===== src/rtl/hrf_pkg.sv =====
// Shared types, codes and character constants of the HTTP request framer.
package hrf_pkg;

  // Message phase of the request being framed
  typedef enum logic [1:0] {
    PH_REQ  = 2'd0,
    PH_HDR  = 2'd1,
    PH_BODY = 2'd2
  } phase_t;

  // Position within one header line
  typedef enum logic [2:0] {
    HF_NAME   = 3'd0,
    HF_COLON  = 3'd1,
    HF_LEAD   = 3'd2,
    HF_DIGITS = 3'd3,
    HF_TAIL   = 3'd4,
    HF_BAD    = 3'd5,
    HF_NEG    = 3'd6
  } hfield_t;

  // Role of one byte
  typedef enum logic [3:0] {
    ROLE_CR     = 4'd0,
    ROLE_METHOD = 4'd1,
    ROLE_URI    = 4'd2,
    ROLE_TAIL   = 4'd3,
    ROLE_SEP    = 4'd4,
    ROLE_NAME   = 4'd5,
    ROLE_VALUE  = 4'd6,
    ROLE_LF     = 4'd7,
    ROLE_BODY   = 4'd8
  } role_t;

  // Event reported with one byte
  typedef enum logic [2:0] {
    EV_NONE     = 3'd0,
    EV_REQ_OK   = 3'd1,
    EV_REQ_BAD  = 3'd2,
    EV_HDR_OK   = 3'd3,
    EV_HDR_BAD  = 3'd4,
    EV_LENGTH   = 3'd5,
    EV_BODY     = 3'd6,
    EV_COMPLETE = 3'd7
  } event_t;

  // Header line tracking state, minus the value accumulator
  typedef struct packed {
    hfield_t    field;
    logic [3:0] match_pos;
    logic       mismatch;
  } hdr_state_t;

  localparam logic [7:0] CH_CR    = 8'h0D;
  localparam logic [7:0] CH_LF    = 8'h0A;
  localparam logic [7:0] CH_SPACE = 8'h20;
  localparam logic [7:0] CH_TAB   = 8'h09;
  localparam logic [7:0] CH_VT    = 8'h0B;
  localparam logic [7:0] CH_FF    = 8'h0C;
  localparam logic [7:0] CH_COLON = 8'h3A;
  localparam logic [7:0] CH_PLUS  = 8'h2B;
  localparam logic [7:0] CH_MINUS = 8'h2D;
  localparam logic [7:0] CH_ZERO  = 8'h30;
  localparam logic [7:0] CH_NINE  = 8'h39;

  localparam logic [3:0] NAME_LEN = 4'd14;

  // Lower-case spelling of the length header name, one character per position
  function automatic logic [7:0] name_char(input logic [3:0] pos);
    logic [7:0] ch;
    case (pos)
      4'd0:    ch = "c";
      4'd1:    ch = "o";
      4'd2:    ch = "n";
      4'd3:    ch = "t";
      4'd4:    ch = "e";
      4'd5:    ch = "n";
      4'd6:    ch = "t";
      4'd7:    ch = "-";
      4'd8:    ch = "l";
      4'd9:    ch = "e";
      4'd10:   ch = "n";
      4'd11:   ch = "g";
      4'd12:   ch = "t";
      4'd13:   ch = "h";
      default: ch = 8'h00;
    endcase
    return ch;
  endfunction

  // Fold ASCII upper case to lower case
  function automatic logic [7:0] to_lower(input logic [7:0] c);
    return (c >= "A" && c <= "Z") ? c + 8'd32 : c;
  endfunction

endpackage


===== src/rtl/hrf_header.sv =====
// Header line byte tracker: name match, colon check and length value parse.
module hrf_header #(
  parameter int LENGTH_BITS = 31
) (
  input  logic [7:0]             c,
  input  hrf_pkg::hdr_state_t    cur,
  input  logic [LENGTH_BITS-1:0] acc,
  output hrf_pkg::hdr_state_t    nxt,
  output logic [LENGTH_BITS-1:0] acc_next,
  output hrf_pkg::role_t         role
);
  import hrf_pkg::*;

  logic                   digit;
  logic [3:0]             dval;
  logic [LENGTH_BITS+3:0] prod;
  logic [LENGTH_BITS-1:0] acc_sat;

  assign digit = (c >= CH_ZERO) && (c <= CH_NINE);
  assign dval  = 4'(c - CH_ZERO);

  // Multiply by ten with shifts, add the digit, saturate at all ones
  assign prod    = ({4'b0, acc} << 3) + ({4'b0, acc} << 1) + (LENGTH_BITS+4)'(dval);
  assign acc_sat = (prod[LENGTH_BITS+3:LENGTH_BITS] != 4'b0) ? '1 : prod[LENGTH_BITS-1:0];

  // Advance the header line state by one byte
  always_comb begin
    nxt      = cur;
    acc_next = acc;
    role     = ROLE_VALUE;
    case (cur.field)
      HF_NAME: begin
        role = ROLE_NAME;
        if (c == CH_COLON) begin
          nxt.field = HF_COLON;
          role      = ROLE_SEP;
        end else if (cur.match_pos >= NAME_LEN ||
                     to_lower(c) != name_char(cur.match_pos)) begin
          nxt.mismatch = 1'b1;
        end else begin
          nxt.match_pos = cur.match_pos + 4'd1;
        end
      end
      HF_COLON: begin
        if (c == CH_SPACE) begin
          nxt.field = HF_LEAD;
          role      = ROLE_SEP;
        end else begin
          nxt.field = HF_BAD;
        end
      end
      HF_LEAD: begin
        if (c == CH_SPACE || c == CH_TAB || c == CH_VT || c == CH_FF) begin
          nxt.field = HF_LEAD;
        end else if (c == CH_PLUS) begin
          nxt.field = HF_DIGITS;
        end else if (c == CH_MINUS) begin
          nxt.field = HF_NEG;
        end else if (digit) begin
          nxt.field = HF_DIGITS;
          acc_next  = LENGTH_BITS'(dval);
        end else begin
          nxt.field = HF_TAIL;
        end
      end
      HF_DIGITS: begin
        if (digit) begin
          acc_next = acc_sat;
        end else begin
          nxt.field = HF_TAIL;
        end
      end
      default: begin
        role = ROLE_VALUE;
      end
    endcase
  end

endmodule


===== src/rtl/http_request_framer_unit.sv =====
// Top level of the HTTP request framer: byte classification and message framing.
//
// Usage:
//   The slave channel (s_tvalid/s_tready/s_tdata) takes one raw request byte
//   per word. For every accepted byte the master channel gives exactly one
//   word: tdata holds the echoed byte and the committed content length,
//   tuser holds the byte's role and the event it raises (line well or badly
//   formed, length taken, body follows, request complete).
//   Output: the result of a byte is registered and on the master channel in the
//   cycle after the byte is accepted. Throughput: one byte per clock while
//   m_tready holds high; the figure is set by the single state update per
//   byte (phase, header name match, decimal length accumulate) between the
//   input and the result register.
//   Stall: while a result waits on m_tready low, s_tready falls and input
//   holds; s_tready follows m_tready in the same cycle, so a byte is taken
//   in the very cycle the pending result leaves.
//   Reset (rst, synchronous): s_tready is low, the block returns to the
//   start of a request line with zero length and body counters; no result
//   is pending.
module http_request_framer_unit #(
  parameter int LENGTH_BITS = 31
) (
  input  logic clk,
  input  logic rst,
  input  logic s_tvalid,
  output logic s_tready,
  input  logic [7:0] s_tdata,   // [7:0] byte_value
  output logic m_tvalid,
  input  logic m_tready,
  output logic [((8+LENGTH_BITS+7)/8)*8-1:0] m_tdata,  // byte_echo, length_value, zero fill
  output logic [7:0] m_tuser    // [3:0] role, [6:4] event_res, zero fill
);
  import hrf_pkg::*;

  localparam int OUT_W = ((8 + LENGTH_BITS + 7) / 8) * 8;

  // Framing state
  phase_t                 phase;
  logic                   line_start;
  logic [1:0]             spaces_seen;
  hdr_state_t             hdr;
  logic [LENGTH_BITS-1:0] value_acc;
  logic [LENGTH_BITS-1:0] req_length;
  logic [LENGTH_BITS-1:0] body_count;

  phase_t                 phase_next;
  logic                   line_start_next;
  logic [1:0]             spaces_next;
  hdr_state_t             hdr_next;
  logic [LENGTH_BITS-1:0] value_acc_next;
  logic [LENGTH_BITS-1:0] req_length_next;
  logic [LENGTH_BITS-1:0] body_count_next;

  hdr_state_t             hdr_step;
  logic [LENGTH_BITS-1:0] acc_step;
  role_t                  hdr_role;

  role_t                  role;
  event_t                 ev;
  logic                   complete;
  logic                   take;
  logic [LENGTH_BITS-1:0] body_inc;
  logic [LENGTH_BITS-1:0] shown;
  logic [7:0]             c;

  localparam hdr_state_t HDR_CLEAR = '{field: HF_NAME, match_pos: 4'd0, mismatch: 1'b0};

  assign c        = s_tdata;
  assign s_tready = !rst && (!m_tvalid || m_tready);
  assign take     = s_tvalid && s_tready;
  assign body_inc = body_count + LENGTH_BITS'(1);

  hrf_header #(
    .LENGTH_BITS(LENGTH_BITS)
  ) u_header (
    .c        (c),
    .cur      (hdr),
    .acc      (value_acc),
    .nxt      (hdr_step),
    .acc_next (acc_step),
    .role     (hdr_role)
  );

  // Classify the byte and work out the next framing state
  always_comb begin
    phase_next      = phase;
    spaces_next     = spaces_seen;
    hdr_next        = hdr;
    value_acc_next  = value_acc;
    req_length_next = req_length;
    body_count_next = body_count;
    role            = ROLE_CR;
    ev              = EV_NONE;
    complete        = 1'b0;
    case (phase)
      PH_BODY: begin
        role            = ROLE_BODY;
        body_count_next = body_inc;
        if (body_inc == req_length) begin
          complete = 1'b1;
          ev       = EV_COMPLETE;
        end
      end
      PH_HDR: begin
        if (c == CH_CR) begin
          role = ROLE_CR;
        end else if (c == CH_LF) begin
          role = ROLE_LF;
          if (line_start) begin
            if (req_length != '0) begin
              phase_next = PH_BODY;
              ev         = EV_BODY;
            end else begin
              complete = 1'b1;
              ev       = EV_COMPLETE;
            end
          end else if (!(hdr.field == HF_LEAD || hdr.field == HF_DIGITS ||
                         hdr.field == HF_TAIL || hdr.field == HF_NEG)) begin
            ev = EV_HDR_BAD;
          end else if (!hdr.mismatch && hdr.match_pos == NAME_LEN) begin
            req_length_next = (hdr.field == HF_NEG) ? '0 : value_acc;
            ev              = EV_LENGTH;
          end else begin
            ev = EV_HDR_OK;
          end
          spaces_next    = 2'd0;
          hdr_next       = HDR_CLEAR;
          value_acc_next = '0;
        end else begin
          role           = hdr_role;
          hdr_next       = hdr_step;
          value_acc_next = acc_step;
        end
      end
      default: begin
        // Request line; the unused phase code acts the same
        if (c == CH_CR) begin
          role = ROLE_CR;
        end else if (c == CH_LF) begin
          role           = ROLE_LF;
          ev             = (spaces_seen >= 2'd2) ? EV_REQ_OK : EV_REQ_BAD;
          phase_next     = PH_HDR;
          spaces_next    = 2'd0;
          hdr_next       = HDR_CLEAR;
          value_acc_next = '0;
        end else if (c == CH_SPACE && spaces_seen < 2'd2) begin
          role        = ROLE_SEP;
          spaces_next = spaces_seen + 2'd1;
        end else begin
          role = (spaces_seen == 2'd0) ? ROLE_METHOD :
                 (spaces_seen == 2'd1) ? ROLE_URI : ROLE_TAIL;
        end
      end
    endcase

    if (c == CH_LF) begin
      line_start_next = 1'b1;
    end else if (c != CH_CR) begin
      line_start_next = 1'b0;
    end else begin
      line_start_next = line_start;
    end

    // Report the length before a completed request clears it
    shown = req_length_next;
    if (complete) begin
      phase_next      = PH_REQ;
      req_length_next = '0;
      body_count_next = '0;
      spaces_next     = 2'd0;
      hdr_next        = HDR_CLEAR;
      value_acc_next  = '0;
    end
  end

  // Hold framing state, advance on each accepted byte
  always_ff @(posedge clk) begin
    if (rst) begin
      phase       <= PH_REQ;
      line_start  <= 1'b0;
      spaces_seen <= 2'd0;
      hdr         <= HDR_CLEAR;
      value_acc   <= '0;
      req_length  <= '0;
      body_count  <= '0;
    end else if (take) begin
      phase       <= phase_next;
      line_start  <= line_start_next;
      spaces_seen <= spaces_next;
      hdr         <= hdr_next;
      value_acc   <= value_acc_next;
      req_length  <= req_length_next;
      body_count  <= body_count_next;
    end
  end

  // Result register: load on accept, drop valid once taken
  always_ff @(posedge clk) begin
    if (rst) begin
      m_tvalid <= 1'b0;
    end else if (take) begin
      m_tvalid <= 1'b1;
    end else if (m_tready) begin
      m_tvalid <= 1'b0;
    end
  end

  always_ff @(posedge clk) begin
    if (take) begin
      m_tdata <= OUT_W'({shown, c});
      m_tuser <= {1'b0, ev, role};
    end
  end

`ifndef NO_ASSERTIONS
  // A completed request leaves the framer at a clean request line
  a_complete_clears: assert property (@(posedge clk) disable iff (rst)
    (take && ev == EV_COMPLETE) |=>
      (phase == PH_REQ && req_length == '0 && body_count == '0))
    else $error("request complete did not clear framing state");

  // Inside the body the count stays below the committed length
  a_body_bound: assert property (@(posedge clk) disable iff (rst)
    (phase == PH_BODY) |-> (body_count < req_length))
    else $error("body count reached or passed content length");

  // A carriage return outside the body changes no framing state
  a_cr_no_effect: assert property (@(posedge clk) disable iff (rst)
    (take && c == CH_CR && phase != PH_BODY) |=>
      ($stable(phase) && $stable(line_start) && $stable(hdr) && $stable(spaces_seen)))
    else $error("dropped carriage return changed state");
`endif

endmodule

===== config.mk =====
export PLATFORM = sky130hd
export DESIGN_NAME = http_request_framer_unit
export DESIGN_NICKNAME = d
export VERILOG_FILES = /design/src/rtl/hrf_pkg.sv /design/src/rtl/hrf_header.sv /design/src/rtl/http_request_framer_unit.sv
export SDC_FILE = /design/constraint.sdc
export NUM_CORES = 1
export LEC_CHECK = 0
export BUFFER_PORTS_ARGS = -buffer_cell sky130_fd_sc_hd__buf_2
export CELL_PAD_IN_SITES_DETAIL_PLACEMENT = 0
export CELL_PAD_IN_SITES_GLOBAL_PLACEMENT = 1
export CORE_UTILIZATION = 47
export DETAILED_ROUTE_END_ITERATION = 8
export PLACE_DENSITY_LB_ADDON = 0.1
export SLEW_MARGIN = 0
export SYNTH_ARGS = -nofsm -noshare
export SYNTH_HDL_FRONTEND = slang
export SYNTH_SLANG_ARGS = --single-unit

===== constraint.sdc =====
create_clock -name clk -period 5 [get_ports clk]
set_input_delay 0 -clock clk [delete_from_list [all_inputs] [get_ports clk]]
set_output_delay 0 -clock clk [all_outputs]
set_load 0.03 [all_outputs]

======== Word level (Yosys, flattened, before mapping) ========
Memories as Yosys holds them, arrays and structs flattened. A register that Yosys moved wholly into a read port is not among the register bits.
Index checks and enable logic that the tools add are counted.
W data, S select, Z words.
cells by class
  add/sub/neg operators ................... 7
  multiply operators ...................... 0
  reductions and logical operators ........ 39
  $lt $le $gt $ge ......................... 7
  divide/modulo/power cells ............... 0
  mux-type cells .......................... 93
  equal/unequal tests ..................... 35
  shifts and indexed selects .............. 0
  bitwise logic cells ..................... 0
operators with widths
  cell                     number
  $mux W31                 21
  $pmux W31 S2             2
  $mux W8                  8
  $mux W3                  16
  $eq A8 B4 Y1 const B     5
  $mux W2                  18
  $add A34 B32 Y35         1
  $add A35 B4 Y35          1
  $eq A8 B6 Y1 const B     4
  $add A31 B1 Y31 const B  1
  $eq A31 B31 Y1           1
  $reduce_bool A31 Y1      1
  $reduce_and A7 Y1        3
  $mux W4                  5
  $ne A4 B4 Y1 const B     4
  $pmux W4 S2              2
  $pmux W8 S2              1
  $ne A3 B3 Y1 const B     5
  $mux W1                  13
  $ne A4 B3 Y1 const B     3
  $pmux W3 S4              1
  $reduce_bool A3 Y1       4
  $mux W5                  2
  $reduce_and A10 Y1       1
  34 further kinds         58
storage, ports and cells
  latch bits .............................. 0
  output and inout bits ................... 50
  register bits ........................... 153
  memories kept ........................... 1
  bits in writable memories ............... 0
  ROM bits ................................ 112
  word-level logic and storage cells ...... 194
memory list
  memory           words  bits a word  rd ports  clocked after memory_dff  write ports  line           source
  (no name shown)  16     7            1         1                         0            hrf_pkg.sv:71  case (pos)

======== Logic depth before layout (Yosys ltp) ========
Gate-level depths: netlist of run 1.
  word-level depth ........................ 14
  gate-level depth with buffers ........... 16
  gate-level depth less buffers ........... 15

======== Cells and area by module ========
A second synthesis of run 1 with hierarchy kept.
unflattened totals
  cells, all modules ...................... 1299
  area, all modules ....................... 10816.6 um^2
modules (own cells, without submodules)
  module                    area an instance (um^2)  seq. area each (um^2)  instances  cells an instance
  http_request_framer_unit  7374.6                   3523.4                 1          805
  hrf_header                3442.1                   0.0                    1          494

======== Worst setup path before layout of run 1 ========
No wires, ideal clock.
  kind .................................... register to register
  start point ............................. reg body_count[17]
  end point ............................... reg (tool-made name)
  data required time ...................... 4.878 ns
  path slack .............................. 1.149 ns
  path buffers ............................ 1
  arrival time ............................ 3.729 ns
  stages on the path, launching flop included .. 15
  cells stage by stage .................... dfxtp_1 > clkbuf_1 > nand4_1 > or2_1 > nor4_2 > xnor2_1 > or3b_2 > nor4_2 > a211o_1 > mux2_2 > nand2_2 > ha_1 > and2_0 > mux2i_1 > a2bb2oi_1
RTL lines
  what                    line                             source
  from (decl)             http_request_framer_unit.sv:44   logic [LENGTH_BITS-1:0] body_count;
  from (signal assigned)  http_request_framer_unit.sv:193  body_count <= body_count_next;

==> results.yml, run 1 <==
outcome:
  status: "finished clean"
timing:
  relSlewSlack_pct: 32.8
  timing.fmax_mhz: 217
  max_slew.worst_pin.slew_ns: 1.00
  setup_viol: 0
  holdWs_ns: 0.0249
  setup_tns_ns: 0
  fin_skew_ns: 0.0147
  period_share_pct: 92.3
  slew_violations: 0
  hold_violations: 0
  fin_crit_ns: 4.61
  rsz0062_at_grt: "no"
pwr:
  p_sw_share_pct: 25.2
  p_switching_mw: 0.698
  p_leak_nw: 4.69
  clockPowerShare_pct: 46.3
  ir_drop_v: 0.000181
  p_per_area_nw_per_um2: 239
  power_frac_seq_pct: 48.7
  power_frac_comb_pct: 5.0
  p_int_mw: 2.07
routing:
  vias_per_cell: 5.75
  drt_first_pass_iters: 7
  wire_per_inst_um: 18.4
  drc: 0
  vias: 9086
  dr.first_iter.drc_count: 711
  ant_nets: 0
  drt_wl_total_um: 29000
min_path:
  hold_path_depth: 2
  hp-class: "in -> reg"
  min_from: "s_tdata[1]"
  min_to: "m_tdata[1]"
layout:
  final_cell_area_um2: 11600
  final_cells: 1579
  final_nets: 1378
  num_antenna_cells: 0
  drive_above_1_share_pct: 10.1
  area_delta_synth_final_pct: 10.2
  final_common_cell: "nand2_1"
  layout_common_cells: "nand2_1 (167), nor2_1 (133), dfxtp_1 (114)"
  fillerInstances: 2105
worst_setup_path:
  start_kind: "flip-flop"
  rrSetupSlack_ns: 0.39
  r2r_start: "body_count[16]"
  required_ns: 5.32
  reg2regPathDepth: 12
  cp.arrival_ns: 4.94
  criticalPathCategory: "reg -> reg"
  end_kind: "flip-flop"
  path_max_fanout: 10
grt:
  antenna_found_initial: 0
  grt_max_degree: 64
  grt_pass1_wl_um: 46400
  overflow: 0
  grt_util_all_layers_pct: 26.2
  grt_pass1_vias: 8482
yosys:
  synthArstFlopShare_pct: 0
  yosys_warnings: 0
  syn-instance-count: 1258
  syn_area_um2: 10500
  synth-seq-cells: 160
  synth_cell_types: 88
  synthFlopType: "dfxtp_1"
  synth-edff-count: 46
  ys_seq_area_share_pct: 34.8
  syn-mean-instance-area_um2: 8.37
clock_network:
  cts_tree: "built"
  clock_path_buffers: 2
  clkTransAtPathRegs_ns: 0.08
  numClockSinks: 160
  clock-root-buffer: "clkbuf_16"
  cts.repair.resized: 0
  numCtsBuffers: 17
  htree_levels: 4
  clk_latency_ns: 0.45
placed_design:
  detailed_place.area_um2: 10900
  dp.cells: 1538
  hpwl_um: 21300
  gp_congestion: 0.905
  portBuffers: 59
floorplanning:
  fp-row-count: 54
  chipWidth_um: 152
  start_util_pct: 48.1
  core_um2: 21900
  dieArea_um2: 23000
  io_pins: 62
  dieHeight_um: 152
job:
  maxCapViolCount: 0
cells by family (layout without fill, tap and decap cells):
family                   Yosys count  count (layout)  synth area share [%]
AND/OR/NAND/NOR                  504             504                  23.5
AO/OA/AOI/OAI                    285             285                  17.3
flip-flops                       160             160                  34.8
buffers and inverters            109             149                  4.54
XOR/XNOR                         105             105                  8.74
adder cells (fa/ha/maj)           81              81                  9.75
multiplexers                      13              13                  1.27
other                              1               2                0.0356
what timing repair did:
action / in CTS / in global routing
buffers inserted: 0 / 0
hold buffers: 9 / 0
endpoints found under the hold margin: 9 / 0
cell usage after synthesis (all sizes together), types with 4 or more instances:
cell / count / area share, %
nand2: 170 / 6.1
nor2: 134 / 4.8
dfxtp: 114 / 22
a21oi: 81 / 3.9
ha: 78 / 9.3
o21ai: 75 / 3.6
xnor2: 67 / 5.6
clkbuf: 46 / 1.7
edfxtp: 46 / 13
xor2: 38 / 3.2
inv: 36 / 1.3
nor3b: 30 / 2.1
nand3: 29 / 1.5
buf: 27 / 1.6
nor4: 26 / 1.7
nand4: 24 / 1.5
nor3: 19 / 0.90
a22oi: 18 / 1.3
a21o: 14 / 1.0
and2: 12 / 0.71
nand2b: 12 / 0.71
a31oi: 11 / 0.65
mux2i: 10 / 0.95
a211oi: 9 / 0.64
o211ai: 9 / 0.64
and3: 8 / 0.48
nor2b: 8 / 0.48
o21bai: 8 / 0.57
and4: 7 / 0.61
o21a: 7 / 0.50
or3: 6 / 0.36
or4: 6 / 0.46
a21boi: 5 / 0.36
a2111o: 4 / 0.43
a31o: 4 / 0.33
o31a: 4 / 0.34
routing by layer:
metal	GRT usage (%)	vias to the layer above	routed length [um]
met3	4.16	25	1210
met1	38.5	4293	14700
li1	-	4567	-
met5	0	-	0
met4	7.43	0	473
met2	39.2	201	12600
stage by stage:
stage | utilization (%) | setup slack, ns | power [mW]
after floorplan | - | 1.15 | 1.47
after global placement | 50.0 | 0.584 | 1.51
after detailed placement | 50.0 | 0.407 | 1.51
after CTS | 53.0 | 0.410 | 2.79
after global routing | 53.0 | 0.0542 | 2.85
final | 53.0 | 0.386 | 2.77
worst max-delay path: stages, from the launching register on:
cell       delay, ns
dfxtp_1         0.51
nand4_1         0.23
or2_1           0.36
nor4_2          0.55
xnor2_1         0.20
or3b_2          0.47
nor4_2          0.66
a21o_1          0.40
o31a_1          0.41
ha_1            0.33
and2_0          0.15
mux2i_1         0.13
a2bb2oi_1       0.08
power by group through the flow:
stage	Clock, mW	Combinational, mW	Sequential (mW)
2_1_floorplan	0	0.0555	1.42
3_3_place_gp	0	0.133	1.38
3_5_place_dp	0	0.134	1.38
4_1_cts	1.30	0.140	1.35
5_1_grt	1.35	0.151	1.35
6_report	1.28	0.139	1.35
area by class of cell:
type	count	area, um^2	area share (%)
inverters	36	135	1.16
clock buffers	18	429	3.70
clock inverters	14	131	1.13
multi-input cells	990	6390	55.1
well taps	280	350	3.02
repair buffers	81	495	4.27
flip-flops and latches	160	3660	31.6
flip-flops by register name, summed over array words and instances (netlist names), named ones only:
signal	count
value_acc	31
spaces_seen	2
m_tuser	7
phase	2
body_count	31
m_tdata	39
line_start	1
m_tvalid	1
hdr	8
req_length	31
how the worst max path moves through the flow:
stage / end / startpoint / cells after the start / slack [ns]
finish: flip-flop / body_count[16] / 12 / 0.39
global route: flip-flop / body_count[16] / 12 / 0.05
floorplan: flip-flop / body_count[17] / 14 / 1.15
global placement: flip-flop / body_count[16] / 12 / 0.58
CTS: flip-flop / body_count[16] / 12 / 0.41
detailed placement: flip-flop / body_count[16] / 12 / 0.41
(Power assumes the default switching activity.)
==> run 2: changes to the inputs <==
--- a/config.mk
+++ b/config.mk
@@ -8,6 +8,7 @@
 export BUFFER_PORTS_ARGS = -buffer_cell sky130_fd_sc_hd__buf_2
 export CELL_PAD_IN_SITES_DETAIL_PLACEMENT = 0
 export CELL_PAD_IN_SITES_GLOBAL_PLACEMENT = 1
+export CORE_MARGIN = 10
 export CORE_UTILIZATION = 47
 export DETAILED_ROUTE_END_ITERATION = 8
 export PLACE_DENSITY_LB_ADDON = 0.1
==> run 2 against run 1 <==
  * Worst setup slack gained 0.15 ns
  * Global-route usage shrank 5.8 points
  * Cell count grew 0.19%
  * Clock power grew 9%
  * First-iteration DRC count shrank 3.9%
  * Total power grew 4.3%
  * Critical path depth grew 1
  * Register-to-register slack gained 0.15 ns
  * Non-clock buffer count grew 3
  * Via count shrank 0.77%
  * Critical path type unchanged
  * Largest power group is now clock
==> results.yml, run 2 (synthesis gave the netlist of run 1 again) <==
timing:
  hold_violations: 0
  setup_viol: 0
  timing.fmax_mhz: 224
  period_share_pct: 89.3
  fin_skew_ns: 0.0144
  rsz0062_at_grt: "no"
  fin_crit_ns: 4.46
  slew_violations: 0
  relSlewSlack_pct: 25.6
  setup_tns_ns: 0
  max_slew.worst_pin.slew_ns: 1.11
layout:
  area_delta_synth_final_pct: 11.0
  drive_above_1_share_pct: 10.1
  fillerInstances: 2131
  multi_input_area_um2: 6390
  seq_area_um2: 3660
  num_antenna_cells: 0
  final_cells: 1582
  layout_common_cells: "nand2_1 (168), nor2_1 (133), dfxtp_1 (114)"
  regMostFlops: "m_tdata"
  final_common_cell: "nand2_1"
  largest_reg_flops: 39
  final_nets: 1381
worst_setup_path:
  path_max_fanout: 10
  start_kind: "flip-flop"
  path_cells: "nand4_1 -> or2_1 -> nor4_2 -> xnor2_1 -> or3b_2 -> nor4_2 -> buf_4 -> a21o_1 -> o31a_1 -> ha_1 -> and2_0 -> mux2i_1 -> a2bb2oi_1"
  reg2regPathDepth: 13
  required_ns: 5.32
  end_kind: "flip-flop"
  r2r_start: "body_count[16]"
  criticalPathCategory: "reg -> reg"
  rrSetupSlack_ns: 0.54
  crit_slowest_cell: "nor4_2"
  cp.arrival_ns: 4.78
  cp_common_cell: "nor4_2"
  crit_path_start: "body_count[16]"
  cpPeakStageDelay_ns: 0.55
grt:
  grtUsageMet1_pct: 29.0
  overflow: 0
  use_met2_pct: 31.9
  grt_pass1_wl_um: 47400
  use_met3_pct: 2.77
  grt_max_degree: 64
  grt_pass1_vias: 8654
  busiest_layer: "met2"
  antenna_found_initial: 0
  grt_util_all_layers_pct: 20.4
floorplanning:
  chipWidth_um: 170
  fp-row-count: 54
  io_pins: 62
  core_um2: 22000
  dieArea_um2: 28800
  start_util_pct: 47.9
  dieHeight_um: 170
routing:
  drt_first_pass_iters: 5
  drt_wl_total_um: 29100
  vias: 9016
  drc: 0
  wire_per_inst_um: 18.4
  vias_per_cell: 5.70
  dr.first_iter.drc_count: 683
  ant_nets: 0
clock_network:
  numClockSinks: 160
  clk_latency_ns: 0.43
  cts.repair.resized: 0
  cts_tree: "built"
  clock-root-buffer: "clkbuf_16"
  clkTransAtPathRegs_ns: 0.07
  clock_path_buffers: 2
  numCtsBuffers: 17
  htree_levels: 4
outcome:
  status: "finished clean"
pwr:
  ir_drop_v: 0.000168
  p_per_area_nw_per_um2: 248
  p_leak_nw: 4.74
job:
  maxCapViolCount: 0
placed_design:
  hpwl_um: 21800
  portBuffers: 59
  dp.cells: 1540
  gp_congestion: 0.906
min_path:
  hp-class: "in -> reg"
-- run 2: changes by cell type in the layout (fill, tap and decap cells not counted), sizes merged --
| cell | change |
|---|---|
| inv | -5 |
| clkbuf | +3 |
| buf | +2 |
| bufinv | +2 |
| clkinv | +1 |
| clkinvlp | -1 |
| dlygate4sd3 | +1 |
-- run 2: layout make-up --
class / count / area share [%]
clock buffer: 21 / 4.13
clock inverter: 11 / 1.32
inverter: 36 / 1.16
multi-input combinational: 990 / 54.7
timing repair buffer: 84 / 4.35
sequential: 160 / 31.3
tap: 280 / 3.00
-- run 2: worst min path at each step --
stage,start,end,slack [ns],cells past startpoint
6_report,rst,req_length[28],0.20,5
2_1_floorplan,s_tdata[0],m_tdata[0],0.1,0
4_1_cts,rst,req_length[28],0.16,5
3_5_place_dp,s_tvalid,m_tvalid,0.26,3
3_3_place_gp,s_tvalid,m_tvalid,0.27,3
5_1_grt,rst,req_length[28],0.23,5
-- run 2: critical path: cells and delay by family, from the launching register on --
kind	cells	cell delay [ns]
buffers and inverters	1	0.21
xor gates and xnor gates	1	0.22
and+or+nand+nor	6	2.08
adders and majority gates	1	0.33
DFF	1	0.54
muxes	1	0.12
AOI/OAI and AO/OA	3	0.86
-- run 2: layer usage --
metal	wire, um	part of all wire [%]
met5	0	0
met4	383	1.3
met3	1140	3.9
met2	13000	44
met1	14600	50
-- run 2: report_power, final --
group          total [mW]  internal [mW]  switching (mW)
clock                1.40          0.849           0.553
sequential           1.35           1.35         0.00368
combinational       0.138         0.0340           0.104
-- run 2: per-stage QoR --
| step | hold slack [ns] | power, mW | utilization [%] | area (um^2) | worst slack [ns] |
|---|---|---|---|---|---|
| floorplan | 0.0989 | 1.47 | - | 10500 | 1.15 |
| global placement | 0.271 | 1.51 | 49.9 | 10900 | 0.604 |
| detailed placement | 0.264 | 1.51 | 49.9 | 10900 | 0.554 |
| CTS | 0.161 | 2.91 | 53.2 | 11700 | 0.528 |
| global route | 0.232 | 2.98 | 53.2 | 11700 | 0.190 |
| finish | 0.201 | 2.89 | 53.2 | 11700 | 0.537 |
-- run 2: repair_timing --
| item | 4_1_cts | 5_1_grt |
|---|---|---|
| hold buffers | 10 | 0 |
| buffers inserted | 0 | 0 |
| hold endpoints to repair | 9 | 0 |
